**src/assert_macros.svh**
```systemverilog
// assertion macros for the joystick axis conditioner
`ifndef ASSERT_MACROS_SVH
`define ASSERT_MACROS_SVH

`ifndef SYNTHESIS

`define ASSERT_IMP(lbl, ck, rstn, ante, cons, msg) \
    lbl: assert property (@(posedge ck) disable iff (!rstn) (ante) |-> (cons)) \
        else $error(msg);

`define ASSERT_NXT(lbl, ck, rstn, ante, cons, msg) \
    lbl: assert property (@(posedge ck) disable iff (!rstn) (ante) |=> (cons)) \
        else $error(msg);

`else

`define ASSERT_IMP(lbl, ck, rstn, ante, cons, msg)

`define ASSERT_NXT(lbl, ck, rstn, ante, cons, msg)

`endif

`endif

```
**src/jac_pkg.sv**
```systemverilog
// shared types and constants for the joystick axis conditioner
`default_nettype none

package jac_pkg;

    localparam int DATA_W    = 16;
    localparam int CFG_IDX_W = 2;

    localparam logic [DATA_W-1:0] DEADZONE_RESET = 16'd100;
    localparam logic [DATA_W-1:0] SCALE_RESET    = 16'd128;

    localparam int MOTION_MAX = 32767;
    localparam int MOTION_MIN = -32768;

    localparam logic AXIS_X = 1'b0;
    localparam logic AXIS_Y = 1'b1;

    typedef enum logic [CFG_IDX_W-1:0] {
        CFG_DEADZONE = 2'd0,
        CFG_SCALE    = 2'd1,
        CFG_INV_X    = 2'd2,
        CFG_INV_Y    = 2'd3
    } cfg_idx_t;

    typedef struct packed {
        logic [DATA_W-1:0] deadzone;
        logic [DATA_W-1:0] scale;
        logic              inv_x;
        logic              inv_y;
    } cfg_t;

    typedef enum logic {
        ENTRY_CENTER = 1'b0,
        ENTRY_RUN    = 1'b1
    } entry_kind_t;

    typedef enum logic [2:0] {
        ST_IDLE   = 3'd0,
        ST_PREP   = 3'd1,
        ST_DZ     = 3'd2,
        ST_DIV    = 3'd3,
        ST_POST   = 3'd4,
        ST_EMIT_X = 3'd5,
        ST_EMIT_Y = 3'd6
    } back_state_t;

endpackage

`default_nettype wire

```
**src/jac_queue.sv**
```systemverilog
// short fifo between the front and back ends
`default_nettype none

module jac_queue #(
    parameter int WIDTH = 8,
    parameter int DEPTH = 2
) (
    input  wire logic             clk,
    input  wire logic             rst_n,
    input  wire logic             push,
    input  wire logic [WIDTH-1:0] push_data,
    output logic                  full,
    input  wire logic             pop,
    output logic [WIDTH-1:0]      pop_data,
    output logic                  empty
);

    localparam int PTR_W = (DEPTH > 1) ? $clog2(DEPTH) : 1;
    localparam int CNT_W = $clog2(DEPTH + 1);
    localparam logic [PTR_W-1:0] LAST_PTR = PTR_W'(DEPTH - 1);
    localparam logic [CNT_W-1:0] FULL_CNT = CNT_W'(DEPTH);

    logic [WIDTH-1:0] mem_reg [DEPTH];
    logic [PTR_W-1:0] wr_ptr_reg, wr_ptr_next;
    logic [PTR_W-1:0] rd_ptr_reg, rd_ptr_next;
    logic [CNT_W-1:0] count_reg, count_next;

    always_comb
    begin
        wr_ptr_next = wr_ptr_reg;
        rd_ptr_next = rd_ptr_reg;
        count_next  = count_reg;
        if (push)
        begin
            wr_ptr_next = (wr_ptr_reg == LAST_PTR) ? '0 : wr_ptr_reg + 1'b1;
        end
        if (pop)
        begin
            rd_ptr_next = (rd_ptr_reg == LAST_PTR) ? '0 : rd_ptr_reg + 1'b1;
        end
        if (push && !pop)
        begin
            count_next = count_reg + 1'b1;
        end
        else if (pop && !push)
        begin
            count_next = count_reg - 1'b1;
        end
    end

    always_ff @(posedge clk or negedge rst_n)
    begin
        if (!rst_n)
        begin
            wr_ptr_reg <= '0;
            rd_ptr_reg <= '0;
            count_reg  <= '0;
        end
        else
        begin
            wr_ptr_reg <= wr_ptr_next;
            rd_ptr_reg <= rd_ptr_next;
            count_reg  <= count_next;
        end
    end

    always_ff @(posedge clk)
    begin
        if (push)
        begin
            mem_reg[wr_ptr_reg] <= push_data;
        end
    end

    assign pop_data = mem_reg[rd_ptr_reg];
    assign full     = (count_reg == FULL_CNT);
    assign empty    = (count_reg == '0);

endmodule

`default_nettype wire

```
**src/jac_front.sv**
```systemverilog
// front end: accepts sample pairs, runs calibration sums, queues work
`default_nettype none

module jac_front #(
    parameter int CAL_SAMPLES = 8,
    parameter int SAMPLE_BITS = 13,
    parameter int SUM_W       = 17
) (
    input  wire logic                    clk,
    input  wire logic                    rst_n,
    input  wire logic                    in_valid,
    output logic                         in_ready,
    input  wire logic signed [SAMPLE_BITS-1:0] raw_x,
    input  wire logic signed [SAMPLE_BITS-1:0] raw_y,
    input  wire logic                    q_full,
    output logic                         push,
    output jac_pkg::entry_kind_t         push_kind,
    output logic signed [SUM_W-1:0]      push_a,
    output logic signed [SUM_W-1:0]      push_b
);

    localparam int CNT_W = $clog2(CAL_SAMPLES + 1);
    localparam logic [CNT_W-1:0] CAL_CNT  = CNT_W'(CAL_SAMPLES);
    localparam logic [CNT_W-1:0] LAST_CNT = CNT_W'(CAL_SAMPLES - 1);

    logic [CNT_W-1:0]        calib_count_reg, calib_count_next;
    logic signed [SUM_W-1:0] sum_x_reg, sum_x_next;
    logic signed [SUM_W-1:0] sum_y_reg, sum_y_next;
    logic signed [SUM_W-1:0] ext_x, ext_y;
    logic                    accept;
    logic                    calibrating;

    assign ext_x       = {{(SUM_W - SAMPLE_BITS){raw_x[SAMPLE_BITS-1]}}, raw_x};
    assign ext_y       = {{(SUM_W - SAMPLE_BITS){raw_y[SAMPLE_BITS-1]}}, raw_y};
    assign in_ready    = !q_full;
    assign accept      = in_valid && in_ready;
    assign calibrating = (calib_count_reg != CAL_CNT);

    always_comb
    begin
        calib_count_next = calib_count_reg;
        sum_x_next       = sum_x_reg;
        sum_y_next       = sum_y_reg;
        if (accept && calibrating)
        begin
            calib_count_next = calib_count_reg + 1'b1;
            sum_x_next       = sum_x_reg + ext_x;
            sum_y_next       = sum_y_reg + ext_y;
        end
        push      = accept && (!calibrating || calib_count_reg == LAST_CNT);
        push_kind = calibrating ? jac_pkg::ENTRY_CENTER : jac_pkg::ENTRY_RUN;
        push_a    = calibrating ? sum_x_next : ext_x;
        push_b    = calibrating ? sum_y_next : ext_y;
    end

    always_ff @(posedge clk or negedge rst_n)
    begin
        if (!rst_n)
        begin
            calib_count_reg <= '0;
            sum_x_reg       <= '0;
            sum_y_reg       <= '0;
        end
        else
        begin
            calib_count_reg <= calib_count_next;
            sum_x_reg       <= sum_x_next;
            sum_y_reg       <= sum_y_next;
        end
    end

endmodule

`default_nettype wire

```
**src/jac_div.sv**
```systemverilog
// bit-serial restoring unsigned divider, one quotient bit per cycle
`default_nettype none

module jac_div #(
    parameter int DW = 17
) (
    input  wire logic                       clk,
    input  wire logic                       rst_n,
    input  wire logic                       start,
    input  wire logic [DW-1:0]              dividend,
    input  wire logic [jac_pkg::DATA_W-1:0] divisor,
    output logic                            done,
    output logic [DW-1:0]                   quotient
);

    localparam int RW    = jac_pkg::DATA_W + 1;
    localparam int CNT_W = $clog2(DW + 1);
    localparam logic [CNT_W-1:0] STEPS = CNT_W'(DW);

    logic [RW-1:0]              rem_reg, rem_next;
    logic [DW-1:0]              quo_reg, quo_next;
    logic [jac_pkg::DATA_W-1:0] dvs_reg, dvs_next;
    logic [CNT_W-1:0]           cnt_reg, cnt_next;
    logic                       done_reg, done_next;
    logic [RW-1:0]              shifted;
    logic [RW-1:0]              dvs_ext;
    logic                       ge;

    assign shifted = {rem_reg[RW-2:0], quo_reg[DW-1]};
    assign dvs_ext = {1'b0, dvs_reg};
    assign ge      = (shifted >= dvs_ext);

    always_comb
    begin
        rem_next  = rem_reg;
        quo_next  = quo_reg;
        dvs_next  = dvs_reg;
        cnt_next  = cnt_reg;
        done_next = 1'b0;
        if (start)
        begin
            rem_next = '0;
            quo_next = dividend;
            dvs_next = divisor;
            cnt_next = STEPS;
        end
        else if (cnt_reg != '0)
        begin
            rem_next  = ge ? (shifted - dvs_ext) : shifted;
            quo_next  = {quo_reg[DW-2:0], ge};
            cnt_next  = cnt_reg - 1'b1;
            done_next = (cnt_reg == CNT_W'(1));
        end
    end

    always_ff @(posedge clk or negedge rst_n)
    begin
        if (!rst_n)
        begin
            cnt_reg  <= '0;
            done_reg <= 1'b0;
        end
        else
        begin
            cnt_reg  <= cnt_next;
            done_reg <= done_next;
        end
    end

    always_ff @(posedge clk)
    begin
        rem_reg <= rem_next;
        quo_reg <= quo_next;
        dvs_reg <= dvs_next;
    end

    assign done     = done_reg;
    assign quotient = quo_reg;

endmodule

`default_nettype wire

```
**src/jac_back.sv**
```systemverilog
// back end: center, deadzone, scale, saturate and emit results
`default_nettype none

module jac_back #(
    parameter int CAL_SAMPLES = 8,
    parameter int SAMPLE_BITS = 13,
    parameter int SUM_W       = 17
) (
    input  wire logic                       clk,
    input  wire logic                       rst_n,
    input  wire jac_pkg::cfg_t              cfg,
    input  wire logic                       q_empty,
    output logic                            pop,
    input  wire jac_pkg::entry_kind_t       entry_kind,
    input  wire logic signed [SUM_W-1:0]    entry_a,
    input  wire logic signed [SUM_W-1:0]    entry_b,
    output logic                            out_valid,
    input  wire logic                       out_ready,
    output logic                            axis,
    output logic signed [jac_pkg::DATA_W-1:0] motion,
    output logic                            sync
);

    localparam int DW  = SUM_W;
    localparam int BW  = (DW > jac_pkg::DATA_W) ? DW : jac_pkg::DATA_W;
    localparam int CW  = BW + 1;
    localparam int VW  = BW + 2;
    localparam logic signed [VW-1:0] SAT_HI = VW'(jac_pkg::MOTION_MAX);
    localparam logic signed [VW-1:0] SAT_LO = VW'(jac_pkg::MOTION_MIN);
    localparam logic [jac_pkg::DATA_W-1:0] CAL_DIV = jac_pkg::DATA_W'(CAL_SAMPLES);

    jac_pkg::back_state_t state_reg, state_next;

    jac_pkg::entry_kind_t        kind_reg, kind_next;
    logic signed [SUM_W-1:0]     a_reg, a_next;
    logic signed [SUM_W-1:0]     b_reg, b_next;
    logic signed [SAMPLE_BITS-1:0] center_x_reg, center_x_next;
    logic signed [SAMPLE_BITS-1:0] center_y_reg, center_y_next;
    logic [DW-1:0]               mag_x_reg, mag_x_next;
    logic [DW-1:0]               mag_y_reg, mag_y_next;
    logic                        neg_x_reg, neg_x_next;
    logic                        neg_y_reg, neg_y_next;
    logic [jac_pkg::DATA_W-1:0]  dx_reg, dx_next;
    logic [jac_pkg::DATA_W-1:0]  dy_reg, dy_next;
    logic                        out_valid_reg, out_valid_next;
    logic                        axis_reg, axis_next;
    logic [jac_pkg::DATA_W-1:0]  motion_reg, motion_next;
    logic                        sync_reg, sync_next;

    logic signed [SUM_W-1:0]     off_x, off_y;
    logic [DW-1:0]               vmag_x, vmag_y;
    logic [DW-1:0]               dvd_x, dvd_y;
    logic [jac_pkg::DATA_W-1:0]  dvs;
    logic                        div_start;
    logic                        div_x_done, div_y_done;
    logic [DW-1:0]               quo_x, quo_y;
    logic signed [VW-1:0]        val_x, val_y;
    logic                        load_ok;

    function automatic logic signed [SUM_W-1:0] center_ext(
        input logic signed [SAMPLE_BITS-1:0] c
    );
        return {{(SUM_W - SAMPLE_BITS){c[SAMPLE_BITS-1]}}, c};
    endfunction

    function automatic logic [DW-1:0] magnitude(input logic signed [SUM_W-1:0] v);
        return v[SUM_W-1] ? DW'(-v) : DW'(v);
    endfunction

    function automatic logic [DW-1:0] deadzone(
        input logic [DW-1:0]              m,
        input logic [jac_pkg::DATA_W-1:0] dz
    );
        logic [CW-1:0] m_ext;
        logic [CW-1:0] dz_ext;
        logic [CW-1:0] diff;
        m_ext  = {{(CW - DW){1'b0}}, m};
        dz_ext = {{(CW - jac_pkg::DATA_W){1'b0}}, dz};
        diff   = m_ext - dz_ext;
        return (m_ext > dz_ext) ? diff[DW-1:0] : '0;
    endfunction

    function automatic logic signed [VW-1:0] apply_sign(
        input logic [DW-1:0] q,
        input logic          neg
    );
        logic signed [VW-1:0] q_ext;
        q_ext = {{(VW - DW){1'b0}}, q};
        return neg ? -q_ext : q_ext;
    endfunction

    function automatic logic [jac_pkg::DATA_W-1:0] saturate(input logic signed [VW-1:0] v);
        logic signed [VW-1:0] c;
        priority if (v > SAT_HI)
        begin
            c = SAT_HI;
        end
        else if (v < SAT_LO)
        begin
            c = SAT_LO;
        end
        else
        begin
            c = v;
        end
        return c[jac_pkg::DATA_W-1:0];
    endfunction

    assign off_x  = (kind_reg == jac_pkg::ENTRY_RUN) ? a_reg - center_ext(center_x_reg) : a_reg;
    assign off_y  = (kind_reg == jac_pkg::ENTRY_RUN) ? b_reg - center_ext(center_y_reg) : b_reg;
    assign vmag_x = deadzone(mag_x_reg, cfg.deadzone);
    assign vmag_y = deadzone(mag_y_reg, cfg.deadzone);
    assign dvd_x  = (kind_reg == jac_pkg::ENTRY_RUN) ? vmag_x : mag_x_reg;
    assign dvd_y  = (kind_reg == jac_pkg::ENTRY_RUN) ? vmag_y : mag_y_reg;
    assign dvs    = (kind_reg == jac_pkg::ENTRY_CENTER) ? CAL_DIV :
                    (cfg.scale == '0) ? jac_pkg::DATA_W'(1) : cfg.scale;
    assign val_x  = apply_sign(quo_x, neg_x_reg);
    assign val_y  = apply_sign(quo_y, neg_y_reg);
    assign load_ok = !out_valid_reg || out_ready;

    jac_div #(
        .DW (DW)
    ) u_div_x (
        .clk      (clk),
        .rst_n    (rst_n),
        .start    (div_start),
        .dividend (dvd_x),
        .divisor  (dvs),
        .done     (div_x_done),
        .quotient (quo_x)
    );

    jac_div #(
        .DW (DW)
    ) u_div_y (
        .clk      (clk),
        .rst_n    (rst_n),
        .start    (div_start),
        .dividend (dvd_y),
        .divisor  (dvs),
        .done     (div_y_done),
        .quotient (quo_y)
    );

    always_comb
    begin
        state_next     = state_reg;
        kind_next      = kind_reg;
        a_next         = a_reg;
        b_next         = b_reg;
        center_x_next  = center_x_reg;
        center_y_next  = center_y_reg;
        mag_x_next     = mag_x_reg;
        mag_y_next     = mag_y_reg;
        neg_x_next     = neg_x_reg;
        neg_y_next     = neg_y_reg;
        dx_next        = dx_reg;
        dy_next        = dy_reg;
        axis_next      = axis_reg;
        motion_next    = motion_reg;
        sync_next      = sync_reg;
        out_valid_next = out_valid_reg && !out_ready;
        pop            = 1'b0;
        div_start      = 1'b0;
        unique case (state_reg)
            jac_pkg::ST_IDLE:
            begin
                if (!q_empty)
                begin
                    pop        = 1'b1;
                    kind_next  = entry_kind;
                    a_next     = entry_a;
                    b_next     = entry_b;
                    state_next = jac_pkg::ST_PREP;
                end
            end
            jac_pkg::ST_PREP:
            begin
                mag_x_next = magnitude(off_x);
                mag_y_next = magnitude(off_y);
                neg_x_next = off_x[SUM_W-1];
                neg_y_next = off_y[SUM_W-1];
                state_next = jac_pkg::ST_DZ;
            end
            jac_pkg::ST_DZ:
            begin
                div_start = 1'b1;
                if (kind_reg == jac_pkg::ENTRY_RUN)
                begin
                    neg_x_next = neg_x_reg ^ cfg.inv_x;
                    neg_y_next = neg_y_reg ^ cfg.inv_y;
                end
                state_next = jac_pkg::ST_DIV;
            end
            jac_pkg::ST_DIV:
            begin
                if (div_x_done && div_y_done)
                begin
                    state_next = jac_pkg::ST_POST;
                end
            end
            jac_pkg::ST_POST:
            begin
                if (kind_reg == jac_pkg::ENTRY_CENTER)
                begin
                    center_x_next = val_x[SAMPLE_BITS-1:0];
                    center_y_next = val_y[SAMPLE_BITS-1:0];
                    state_next    = jac_pkg::ST_IDLE;
                end
                else
                begin
                    dx_next    = saturate(val_x);
                    dy_next    = saturate(val_y);
                    state_next = jac_pkg::ST_EMIT_X;
                end
            end
            jac_pkg::ST_EMIT_X:
            begin
                if (dx_reg == '0)
                begin
                    state_next = jac_pkg::ST_EMIT_Y;
                end
                else if (load_ok)
                begin
                    out_valid_next = 1'b1;
                    axis_next      = jac_pkg::AXIS_X;
                    motion_next    = dx_reg;
                    sync_next      = (dy_reg == '0);
                    state_next     = jac_pkg::ST_EMIT_Y;
                end
            end
            jac_pkg::ST_EMIT_Y:
            begin
                if (dy_reg == '0)
                begin
                    state_next = jac_pkg::ST_IDLE;
                end
                else if (load_ok)
                begin
                    out_valid_next = 1'b1;
                    axis_next      = jac_pkg::AXIS_Y;
                    motion_next    = dy_reg;
                    sync_next      = 1'b1;
                    state_next     = jac_pkg::ST_IDLE;
                end
            end
            default:
            begin
                state_next = jac_pkg::ST_IDLE;
            end
        endcase
    end

    always_ff @(posedge clk or negedge rst_n)
    begin
        if (!rst_n)
        begin
            state_reg     <= jac_pkg::ST_IDLE;
            out_valid_reg <= 1'b0;
            center_x_reg  <= '0;
            center_y_reg  <= '0;
        end
        else
        begin
            state_reg     <= state_next;
            out_valid_reg <= out_valid_next;
            center_x_reg  <= center_x_next;
            center_y_reg  <= center_y_next;
        end
    end

    always_ff @(posedge clk)
    begin
        kind_reg   <= kind_next;
        a_reg      <= a_next;
        b_reg      <= b_next;
        mag_x_reg  <= mag_x_next;
        mag_y_reg  <= mag_y_next;
        neg_x_reg  <= neg_x_next;
        neg_y_reg  <= neg_y_next;
        dx_reg     <= dx_next;
        dy_reg     <= dy_next;
        axis_reg   <= axis_next;
        motion_reg <= motion_next;
        sync_reg   <= sync_next;
    end

    assign out_valid = out_valid_reg;
    assign axis      = axis_reg;
    assign motion    = motion_reg;
    assign sync      = sync_reg;

endmodule

`default_nettype wire

```
**src/joystick_axis_conditioner_core.sv**
```systemverilog
// top level of the joystick axis conditioner
// The block takes X/Y ADC sample pairs. The first CAL_SAMPLES pairs after reset are summed
// and set the per-axis centers; later pairs are centered, put through the deadzone, divided
// by the scale register (0 acts as 1), optionally negated and saturated, and give up to two
// results, X first, the last one marked by sync. The front end takes calibration pairs at
// one per cycle and queues work into a two-entry fifo, so up to two pairs can wait while
// the back end is busy; in_ready drops while the fifo is full. The back end takes one
// queued pair at a time through PREP, DZ, DIV and POST and, after calibration, EMIT_X and
// EMIT_Y, which wait on out_ready. SUM_W = SAMPLE_BITS + clog2(CAL_SAMPLES) + 1 is the width
// of the sums; DIV waits on the two bit-serial dividers, one per axis, which take one
// quotient bit per cycle. Register writes are taken every cycle.
`default_nettype none

`include "assert_macros.svh"

module joystick_axis_conditioner_core #(
    parameter int CAL_SAMPLES = 8,
    parameter int SAMPLE_BITS = 13
) (
    input  wire logic                            clk,
    input  wire logic                            rst_n,
    input  wire logic                            cfg_valid,
    output logic                                 cfg_ready,
    input  wire logic [jac_pkg::CFG_IDX_W-1:0]   cfg_index,
    input  wire logic [jac_pkg::DATA_W-1:0]      cfg_data,
    input  wire logic                            in_valid,
    output logic                                 in_ready,
    input  wire logic signed [SAMPLE_BITS-1:0]   raw_x,
    input  wire logic signed [SAMPLE_BITS-1:0]   raw_y,
    output logic                                 out_valid,
    input  wire logic                            out_ready,
    output logic                                 axis,
    output logic signed [jac_pkg::DATA_W-1:0]    motion,
    output logic                                 sync
);

    localparam int SUM_W       = SAMPLE_BITS + $clog2(CAL_SAMPLES) + 1;
    localparam int QW          = 2 * SUM_W + 1;
    localparam int QUEUE_DEPTH = 2;

    jac_pkg::cfg_t cfg_reg, cfg_next;

    logic                    push, pop, q_full, q_empty;
    jac_pkg::entry_kind_t    push_kind;
    logic signed [SUM_W-1:0] push_a, push_b;
    logic [QW-1:0]           q_wr_data, q_rd_data;

    assign cfg_ready = 1'b1;

    always_comb
    begin
        cfg_next = cfg_reg;
        if (cfg_valid && cfg_ready)
        begin
            unique case (jac_pkg::cfg_idx_t'(cfg_index))
                jac_pkg::CFG_DEADZONE: cfg_next.deadzone = cfg_data;
                jac_pkg::CFG_SCALE:    cfg_next.scale    = cfg_data;
                jac_pkg::CFG_INV_X:    cfg_next.inv_x    = cfg_data[0];
                jac_pkg::CFG_INV_Y:    cfg_next.inv_y    = cfg_data[0];
                default:               cfg_next = cfg_reg;
            endcase
        end
    end

    always_ff @(posedge clk or negedge rst_n)
    begin
        if (!rst_n)
        begin
            cfg_reg.deadzone <= jac_pkg::DEADZONE_RESET;
            cfg_reg.scale    <= jac_pkg::SCALE_RESET;
            cfg_reg.inv_x    <= 1'b0;
            cfg_reg.inv_y    <= 1'b0;
        end
        else
        begin
            cfg_reg <= cfg_next;
        end
    end

    jac_front #(
        .CAL_SAMPLES (CAL_SAMPLES),
        .SAMPLE_BITS (SAMPLE_BITS),
        .SUM_W       (SUM_W)
    ) u_front (
        .clk       (clk),
        .rst_n     (rst_n),
        .in_valid  (in_valid),
        .in_ready  (in_ready),
        .raw_x     (raw_x),
        .raw_y     (raw_y),
        .q_full    (q_full),
        .push      (push),
        .push_kind (push_kind),
        .push_a    (push_a),
        .push_b    (push_b)
    );

    assign q_wr_data = {push_kind, push_a, push_b};

    jac_queue #(
        .WIDTH (QW),
        .DEPTH (QUEUE_DEPTH)
    ) u_queue (
        .clk       (clk),
        .rst_n     (rst_n),
        .push      (push),
        .push_data (q_wr_data),
        .full      (q_full),
        .pop       (pop),
        .pop_data  (q_rd_data),
        .empty     (q_empty)
    );

    jac_back #(
        .CAL_SAMPLES (CAL_SAMPLES),
        .SAMPLE_BITS (SAMPLE_BITS),
        .SUM_W       (SUM_W)
    ) u_back (
        .clk        (clk),
        .rst_n      (rst_n),
        .cfg        (cfg_reg),
        .q_empty    (q_empty),
        .pop        (pop),
        .entry_kind (jac_pkg::entry_kind_t'(q_rd_data[QW-1])),
        .entry_a    (q_rd_data[2*SUM_W-1:SUM_W]),
        .entry_b    (q_rd_data[SUM_W-1:0]),
        .out_valid  (out_valid),
        .out_ready  (out_ready),
        .axis       (axis),
        .motion     (motion),
        .sync       (sync)
    );

    `ASSERT_IMP(a_no_zero_motion, clk, rst_n, out_valid, motion != '0, "zero motion emitted")
    `ASSERT_IMP(a_y_is_last, clk, rst_n, out_valid && axis, sync, "y result without sync")
    `ASSERT_IMP(a_no_overflow, clk, rst_n, push, !q_full || pop, "push into full queue")
    `ASSERT_NXT(a_pop_spacing, clk, rst_n, pop, !pop, "back end popped twice in a row")

endmodule

`default_nettype wire
```
**config.mk**
```make
export PLATFORM = sky130hd
export DESIGN_NAME = joystick_axis_conditioner_core
export DESIGN_NICKNAME = d
export VERILOG_FILES = /design/src/jac_pkg.sv /design/src/jac_queue.sv /design/src/jac_front.sv /design/src/jac_div.sv /design/src/jac_back.sv /design/src/joystick_axis_conditioner_core.sv
export VERILOG_INCLUDE_DIRS = /design/src /design/src/src
export SDC_FILE = /design/constraint.sdc
export NUM_CORES = 1
export LEC_CHECK = 0
export BUFFER_PORTS_ARGS = -buffer_cell sky130_fd_sc_hd__buf_4
export CAP_MARGIN = 10
export CORE_ASPECT_RATIO = 0.7
export CORE_MARGIN = 1
export CORE_UTILIZATION = 45
export DETAILED_ROUTE_END_ITERATION = 8
export SETUP_SLACK_MARGIN = 0.4
export SLEW_MARGIN = 5
export SYNTH_ARGS = -nofsm -noshare
export SYNTH_HDL_FRONTEND = slang
export SYNTH_SLANG_ARGS = --single-unit
```
**constraint.sdc**
```tcl
create_clock -name clk -period 3.95 [get_ports clk]
set_clock_uncertainty 0.1 [all_clocks]
set_input_delay 0.1975 -clock clk [delete_from_list [all_inputs] [get_ports clk]]
set_output_delay 0.1975 -clock clk [all_outputs]
set_load 0.03 [all_outputs]
```
---- Yosys cells after proc, flatten, opt, wreduce, memory -nomap -nowiden ----
Memories as Yosys holds them, arrays and structs flattened. A register that Yosys moved wholly into a read port is not among the register bits.
Cells that the tools add are included.
storage, ports and cells
  RAM bits ................................ 70
  word-level logic and storage cells ...... 199
  output and inout port bits .............. 21
  memories kept ........................... 1
  input port bits ......................... 49
  flip-flop bits (word level) ............. 286
memory list
  memory           words  bits a word  read ports  clocked after Yosys merged registers in  wr ports  RTL line         RTL
  u_queue.mem_reg  2      35           1           1                                        1         jac_queue.sv:23  logic [WIDTH-1:0] mem_reg [DEPTH];
operators by class
  eq/ne operators ......................... 23
  add/subtract/negate cells ............... 19
  reductions and logical operators ........ 39
  multiplexer cells ....................... 70
  magnitude comparators ................... 8
  bitwise operators ....................... 4
operators with widths
  kind                                                                                count
  17-bit 2-to-1 mux                                                                   14
  16-bit 2-to-1 mux                                                                   10
  16-bit zero test                                                                    3
  19-bit by 16-bit greater-than comparator with 1-bit output (second input constant)  2
  19-bit by 16-bit less-than comparator with 1-bit output (second input constant)     2
  19-bit 2-to-1 mux                                                                   2
  17-bit negation with 19-bit output                                                  2
  17-bit by 13-bit adder with 17-bit output                                           2
  17-bit by 16-bit greater-or-equal comparator with 1-bit output                      2
  17-bit by 16-bit greater-than comparator with 1-bit output                          2
  17-bit negation                                                                     2
  17-bit by 13-bit subtractor with 17-bit output                                      2
  17-bit by 16-bit subtractor with 17-bit output                                      2
  16-bit case mux with 2 select lines                                                 1
  16-bit subtractor                                                                   2
  1-bit 2-to-1 mux                                                                    23
  3-bit 2-to-1 mux                                                                    7
  3-bit case mux with 7 select lines                                                  1
  5-bit 2-to-1 mux                                                                    4
  2-bit AND reduction                                                                 8
  5-bit by 1-bit equality test with 1-bit output (second input constant)              2
  1-bit case mux with 2 select lines                                                  5
  2-bit nonzero test                                                                  5
  5-bit nonzero test                                                                  2
  other kinds (27)                                                                    56

---- Longest topological paths before layout ----
  depth in word-level cells ............... 8
  mapped depth ............................ 14
  gate-level depth less buffers ........... 13

---- Modules after synthesis ----
Synthesis repeated with hierarchy kept, for this count alone.
second synthesis, totals
  cell total of the unflattened synthesis .. 2391
  area, all modules ....................... 24771.3 µm²
modules (own cells, without submodules)
  module                          cells each  times used  sequential area each (µm²)  area an instance (µm²)
  jac_back                        1157        1           4384.2                      10800.4
  jac_front                       421         1           950.9                       3393.3
  jac_div (u_back.u_div_x)        321         1           1461.4                      3313.2
  jac_div (u_back.u_div_y)        291         1           1461.4                      3084.2
  jac_queue                       125         1           2202.1                      2862.7
  joystick_axis_conditioner_core  76          1           855.8                       1317.5

---- Worst setup path before layout ----
Ideal clock, no wire load.
  path kind ............................... register to register
  start point ............................. register u_back.kind_reg
  end point ............................... register u_back.dx_reg[0] in the netlist's numbering, enable pin
  stages on the path, launching flop included .. 7
  period minus slack after synthesis ...... 4.386 ns
  required time ........................... 3.380 ns
  library setup time ...................... 0.470 ns
  setup slack ............................. -0.436 ns
  path buffers ............................ 4
  arrival time ............................ 3.816 ns
  path through ............................ edfxtp_1 -> clkbuf_1 -> inv_2 -> buf_1 -> clkbuf_1 -> clkbuf_1 -> nor3b_1
between the ends
  word-level cells in the longest chain between the ends .. 1
ends and longest elaborated chain
  element                        RTL line         RTL
  start, declared                jac_back.sv:34   jac_pkg::entry_kind_t kind_reg, kind_next;
  start signal, assigned         jac_back.sv:274  kind_reg <= kind_next;
  2-bit AND reduction (no line)  n/a
  end signal, assigned           jac_back.sv:281  dx_reg <= dx_next;
  end, declared                  jac_back.sv:43   logic [jac_pkg::DATA_W-1:0] dx_reg, dx_next;
No other way between the ends.
A chain may end at the register's enable or synchronous reset.

---- Worst setup path after layout ----
  start point ............................. register u_back.b_reg[0]
  end point ............................... register u_back.mag_y_reg[9] (data pin)
between the ends
  word-level cells in the longest chain between the ends .. 4
ends and longest elaborated chain
  element                                         RTL line         RTL
  start, declared                                 jac_back.sv:36   logic signed [SUM_W-1:0] b_reg, b_next;
  start signal, assigned                          jac_back.sv:276  b_reg <= b_next;
  17-bit by 13-bit subtractor with 17-bit output  jac_back.sv:110  assign off_y = (kind_reg == jac_pkg::ENTRY_RUN) ? b_reg - center_ext(center_y_reg) : b_reg;
  17-bit 2-to-1 mux *                             jac_back.sv:110
  17-bit negation                                 jac_back.sv:67   return v[SUM_W-1] ? DW'(-v) : DW'(v);
  16-bit 2-to-1 mux *                             jac_back.sv:67
  end signal, assigned                            jac_back.sv:278  mag_y_reg <= mag_y_next;
  end, declared                                   jac_back.sv:40   logic [DW-1:0] mag_y_reg, mag_y_next;
Every way passes the cells marked *; elsewhere a longest branch is shown, timed or not.

==> results.py <==
metrics = {
    "floorplanning": {
        "rows": 69,
        "initial_utilization_pct": 46.0,
        "ios": 70,
        "die_width_um": 275,
        "die_h_um": 193,
        "die-area_mm2": 0.0532,
        "core_area_mm2": 0.0512,
    },
    "critical_path": {
        "end_kind": "flop",
        "crit_buf_inv": 2,
        "slowest_delay_ns": 0.38,
        "start_kind": "flop",
        "timing.critical_path.from": "u_back.b_reg[0]",
        "regToRegSetupSlack_ns": 0.50,
        "slowest_stage": "fa_2",
        "crit_end": "u_back.mag_y_reg[9]",
        "cp_max_fo": 4,
        "cp.arrival_ns": 3.65,
        "worstRegToRegCells": 13,
        "crit_required_ns": 4.15,
        "r2r_end": "u_back.mag_y_reg[9]",
        "crit_type": "reg2reg",
        "timing.rr.start": "u_back.b_reg[0]",
        "cpLargestDelayFamily": "compound AO/OA/AOI/OAI gates",
        "path_cells": "inv_1 > ha_1 > fa_2 > nor2b_4 > o31a_1 > o21ai_4 > o21a_1 > a21oi_2 > mux2_2 > a2111oi_4 > buf_4 > a21oi_1 > xor2_1",
        "cp_num_cells": 13,
    },
    "place": {
        "place_ws_ns": 0.324,
        "io_buffers": 68,
        "placed_cell_area_mm2": 0.0249,
        "gp_congestion": 0.918,
        "dpl.hpwl_um": 46100,
    },
    "yosys": {
        "synth_cell_types": 80,
        "synthXorXnorAreaFrac_pct": 5.62,
        "yosys_warnings": 0,
        "synthMuxAreaShare_pct": 5.59,
        "avgSynthCellArea_um2": 9.90,
        "synth-edff-count": 241,
        "synth_compound_area_share_pct": 16.3,
        "ys_seq_elements": 391,
        "synth_top_family_by_area": "compound AO/OA/AOI/OAI gates",
        "synthArstFlopShare_pct": 30.2,
        "synthAdderAreaFrac_pct": 8.17,
        "syn_nets": 2576,
        "postSynthCellCount": 2378,
        "ys.flop_type": "edfxtp_1",
        "synth_area_mm2": 0.0235,
        "synth-simple-area-share_pct": 14.7,
        "yosysSeqAreaShare_pct": 46.0,
    },
    "cells_and_area": {
        "fillCellCount": 4605,
        "final_nets": 2681,
        "n_antenna_cell": 0,
        "largest_register_ffs": 70,
        "drive_gt1_share_pct": 12.2,
        "seq_area_mm2": 0.0108,
        "postLayoutCoreUtil_pct": 52.4,
        "design_area_mm2": 0.0268,
        "area_growth_syn_to_layout_pct": 14.0,
        "multi_input_area_mm2": 0.0120,
    },
    "clock_tree": {
        "clk_latency_ns": 0.55,
        "clock_sinks": 391,
        "max-clock-path-buffers": 3,
        "cts_tree": "built",
        "cts_buffers": 41,
        "h-tree-depth": 2,
        "clk_pin_slew_worst_paths_ns": 0.07,
        "root_buffer": "clkbuf_16",
    },
    "sta": {
        "finalCriticalPeriod_ns": 3.45,
        "setup_tns_ns": 0,
        "slew_violations": 0,
        "setup_slack_ns": 0.499,
        "fmax_mhz": 290,
        "rsz0062_at_grt": "false",
        "fin_crit_sh_pct": 87.4,
        "finalHoldViolations": 0,
        "relSlewSlack_pct": 35.7,
        "setup_viol": 0,
        "tightest_slew_ns": 0.962,
    },
    "power": {
        "leakagePower_nw": 10.9,
        "power_w": 0.0169,
        "ir_worst_vdd_v": 0.000518,
        "cellPowerDensity_mw_per_mm2": 631,
    },
    "drt": {
        "wl_per_cell_um": 19.4,
        "antenna_left": 0,
        "drt-total-wl_um": 61700,
        "drtPass1Iterations": 6,
        "drc_errors": 0,
        "num_vias": 18250,
        "routed_via_density": 5.72,
        "drt-initial-drc-count": 1416,
    },
    "grt": {
        "grt_pass1_wl_um": 96300,
        "grt_max_degree": 74,
        "grt_overflow": 0,
        "antenna_found_initial": 0,
        "grtUsageTotal_pct": 23.0,
        "grt_pass1_vias": 16954,
    },
    "outcome": {
        "status": "finished clean",
    },
    "worst_hold_path": {
        "hold_class": "in2reg",
    },
    "flow_run": {
        "maxCapViolations": 0,
    },
}
## logic make-up after synthesis
family	after synthesis
buffers and inverters	222
AOI/OAI and AO/OA	604
adders and majority gates	149
muxes	121
other	1
and+or+nand+nor	739
xor gates and xnor gates	151
DFF	391
## placed cells by master (no fill, tap or decap), drive strengths merged, types with 21 or more instances in the layout
master | synthesis | final
a31oi | 33 | 33
a211oi | 26 | 26
nand2 | 246 | 246
inv | 130 | 132
dfrtp | 114 | 114
nor4 | 25 | 25
dlygate4sd3 | 0 | 44
dfxtp | 32 | 32
clkbuf | 75 | 54
a21o | 43 | 43
and3 | 35 | 35
o21a | 27 | 27
or3 | 21 | 21
buf | 15 | 108
nor2b | 25 | 25
ha | 141 | 141
edfxtp | 241 | 241
nor2 | 206 | 206
o21ai | 163 | 163
mux2 | 84 | 84
nor3 | 41 | 41
nand3 | 38 | 38
a21oi | 160 | 160
mux2i | 37 | 37
xnor2 | 82 | 82
xor2 | 69 | 69
## Yosys cell counts, types with 12 or more instances
master,count,area share [%]
dfxtp_1,32,2.7
nand4_1,18,0.48
a221oi_1,16,0.60
xor2_1,69,2.6
clkbuf_1,75,1.2
edfxtp_1,241,31
mux2_2,84,4.0
nor2b_1,25,0.66
mux2i_1,37,1.6
a211oi_1,26,0.83
o21a_1,27,0.86
a31oi_1,33,0.88
and3_1,35,0.93
nand3_1,38,0.81
o21bai_1,17,0.54
a21oi_1,158,3.4
nand2_1,246,3.9
or3_1,21,0.56
and2_1,18,0.48
o21ai_0,151,3.2
ha_1,141,7.5
dfrtp_1,114,12
o31ai_1,15,0.48
inv_1,129,2.1
nor2_1,206,3.3
nor3_1,41,0.87
o211ai_1,16,0.51
nor4_1,25,0.66
or2_2,12,0.32
a21o_1,43,1.4
nand2b_1,20,0.53
xnor2_1,82,3.1
## tightest hold or removal path, delay by kind of cell
kind	cells	cell delay (ns)
buffers and inverters	1	0.12
and+or+nand+nor	2	0.17
## per-stage QoR
| stage | cells | hold slack [ns] |
|---|---|---|
| final | 3190 | 0.0144 |
| after global routing | 3190 | 0.0352 |
| after CTS | 3184 | 0.00709 |
| after detailed placement | 3064 | 0.124 |
| after global placement | 3064 | 0.122 |
| after floorplan | 2378 | -0.198 |
## cell type report
cell class	instances	area share, %
Inverter	132	1.85
Multi-Input combinational cell	1765	44.7
Sequential cell	391	40.4
Clock inverter	22	0.732
Timing Repair Buffer	152	4.90
Tap cell	674	3.14
Clock buffer	54	4.31
## report_power, final
group	total, W	internal [W]	leakage, nW	switching, W
logic	0.00674	0.00288	6.33	0.00386
registers	0.00627	0.00552	3.95	0.000751
clock network	0.00392	0.00227	0.658	0.00165
total	0.0169	0.0107	10.9	0.00626
## repair_timing
| item | 4_1_cts | 5_1_grt |
|---|---|---|
| cloned | 0 | 2 |
| pin swaps | 0 | 5 |
| endpoints found under the setup margin | 22 | 58 |
| hold endpoints to repair | 127 | 0 |
| setup buffers | 0 | 4 |
| hold buffers | 44 | 0 |
| resized for setup | 6 | 23 |
## routing by layer
layer,vias to the layer above,wire length (µm),share of wire (%),track usage [%]
met5,-,0,0,0
met4,0,1210,2.0,5.24
met3,72,4330,7.0,4.38
met2,509,24500,40,31.2
met1,8791,31700,51,37.1
li1,8878,-,-,-
## worst min-delay path by stage
stage                     startpoint                       to  depth (start not counted)
after floorplan                rst_n               cfg_reg[0]                          0
after global placement         rst_n   u_back.center_y_reg[6]                          1
after detailed placement       rst_n  u_back.center_y_reg[11]                          1
after CTS                   raw_x[4]   u_queue.mem_reg[0][21]                          3
after global routing        raw_y[3]    u_queue.mem_reg[0][3]                          3
final                       raw_x[4]   u_queue.mem_reg[0][21]                          3
Power figures use the tool's default switching activity.
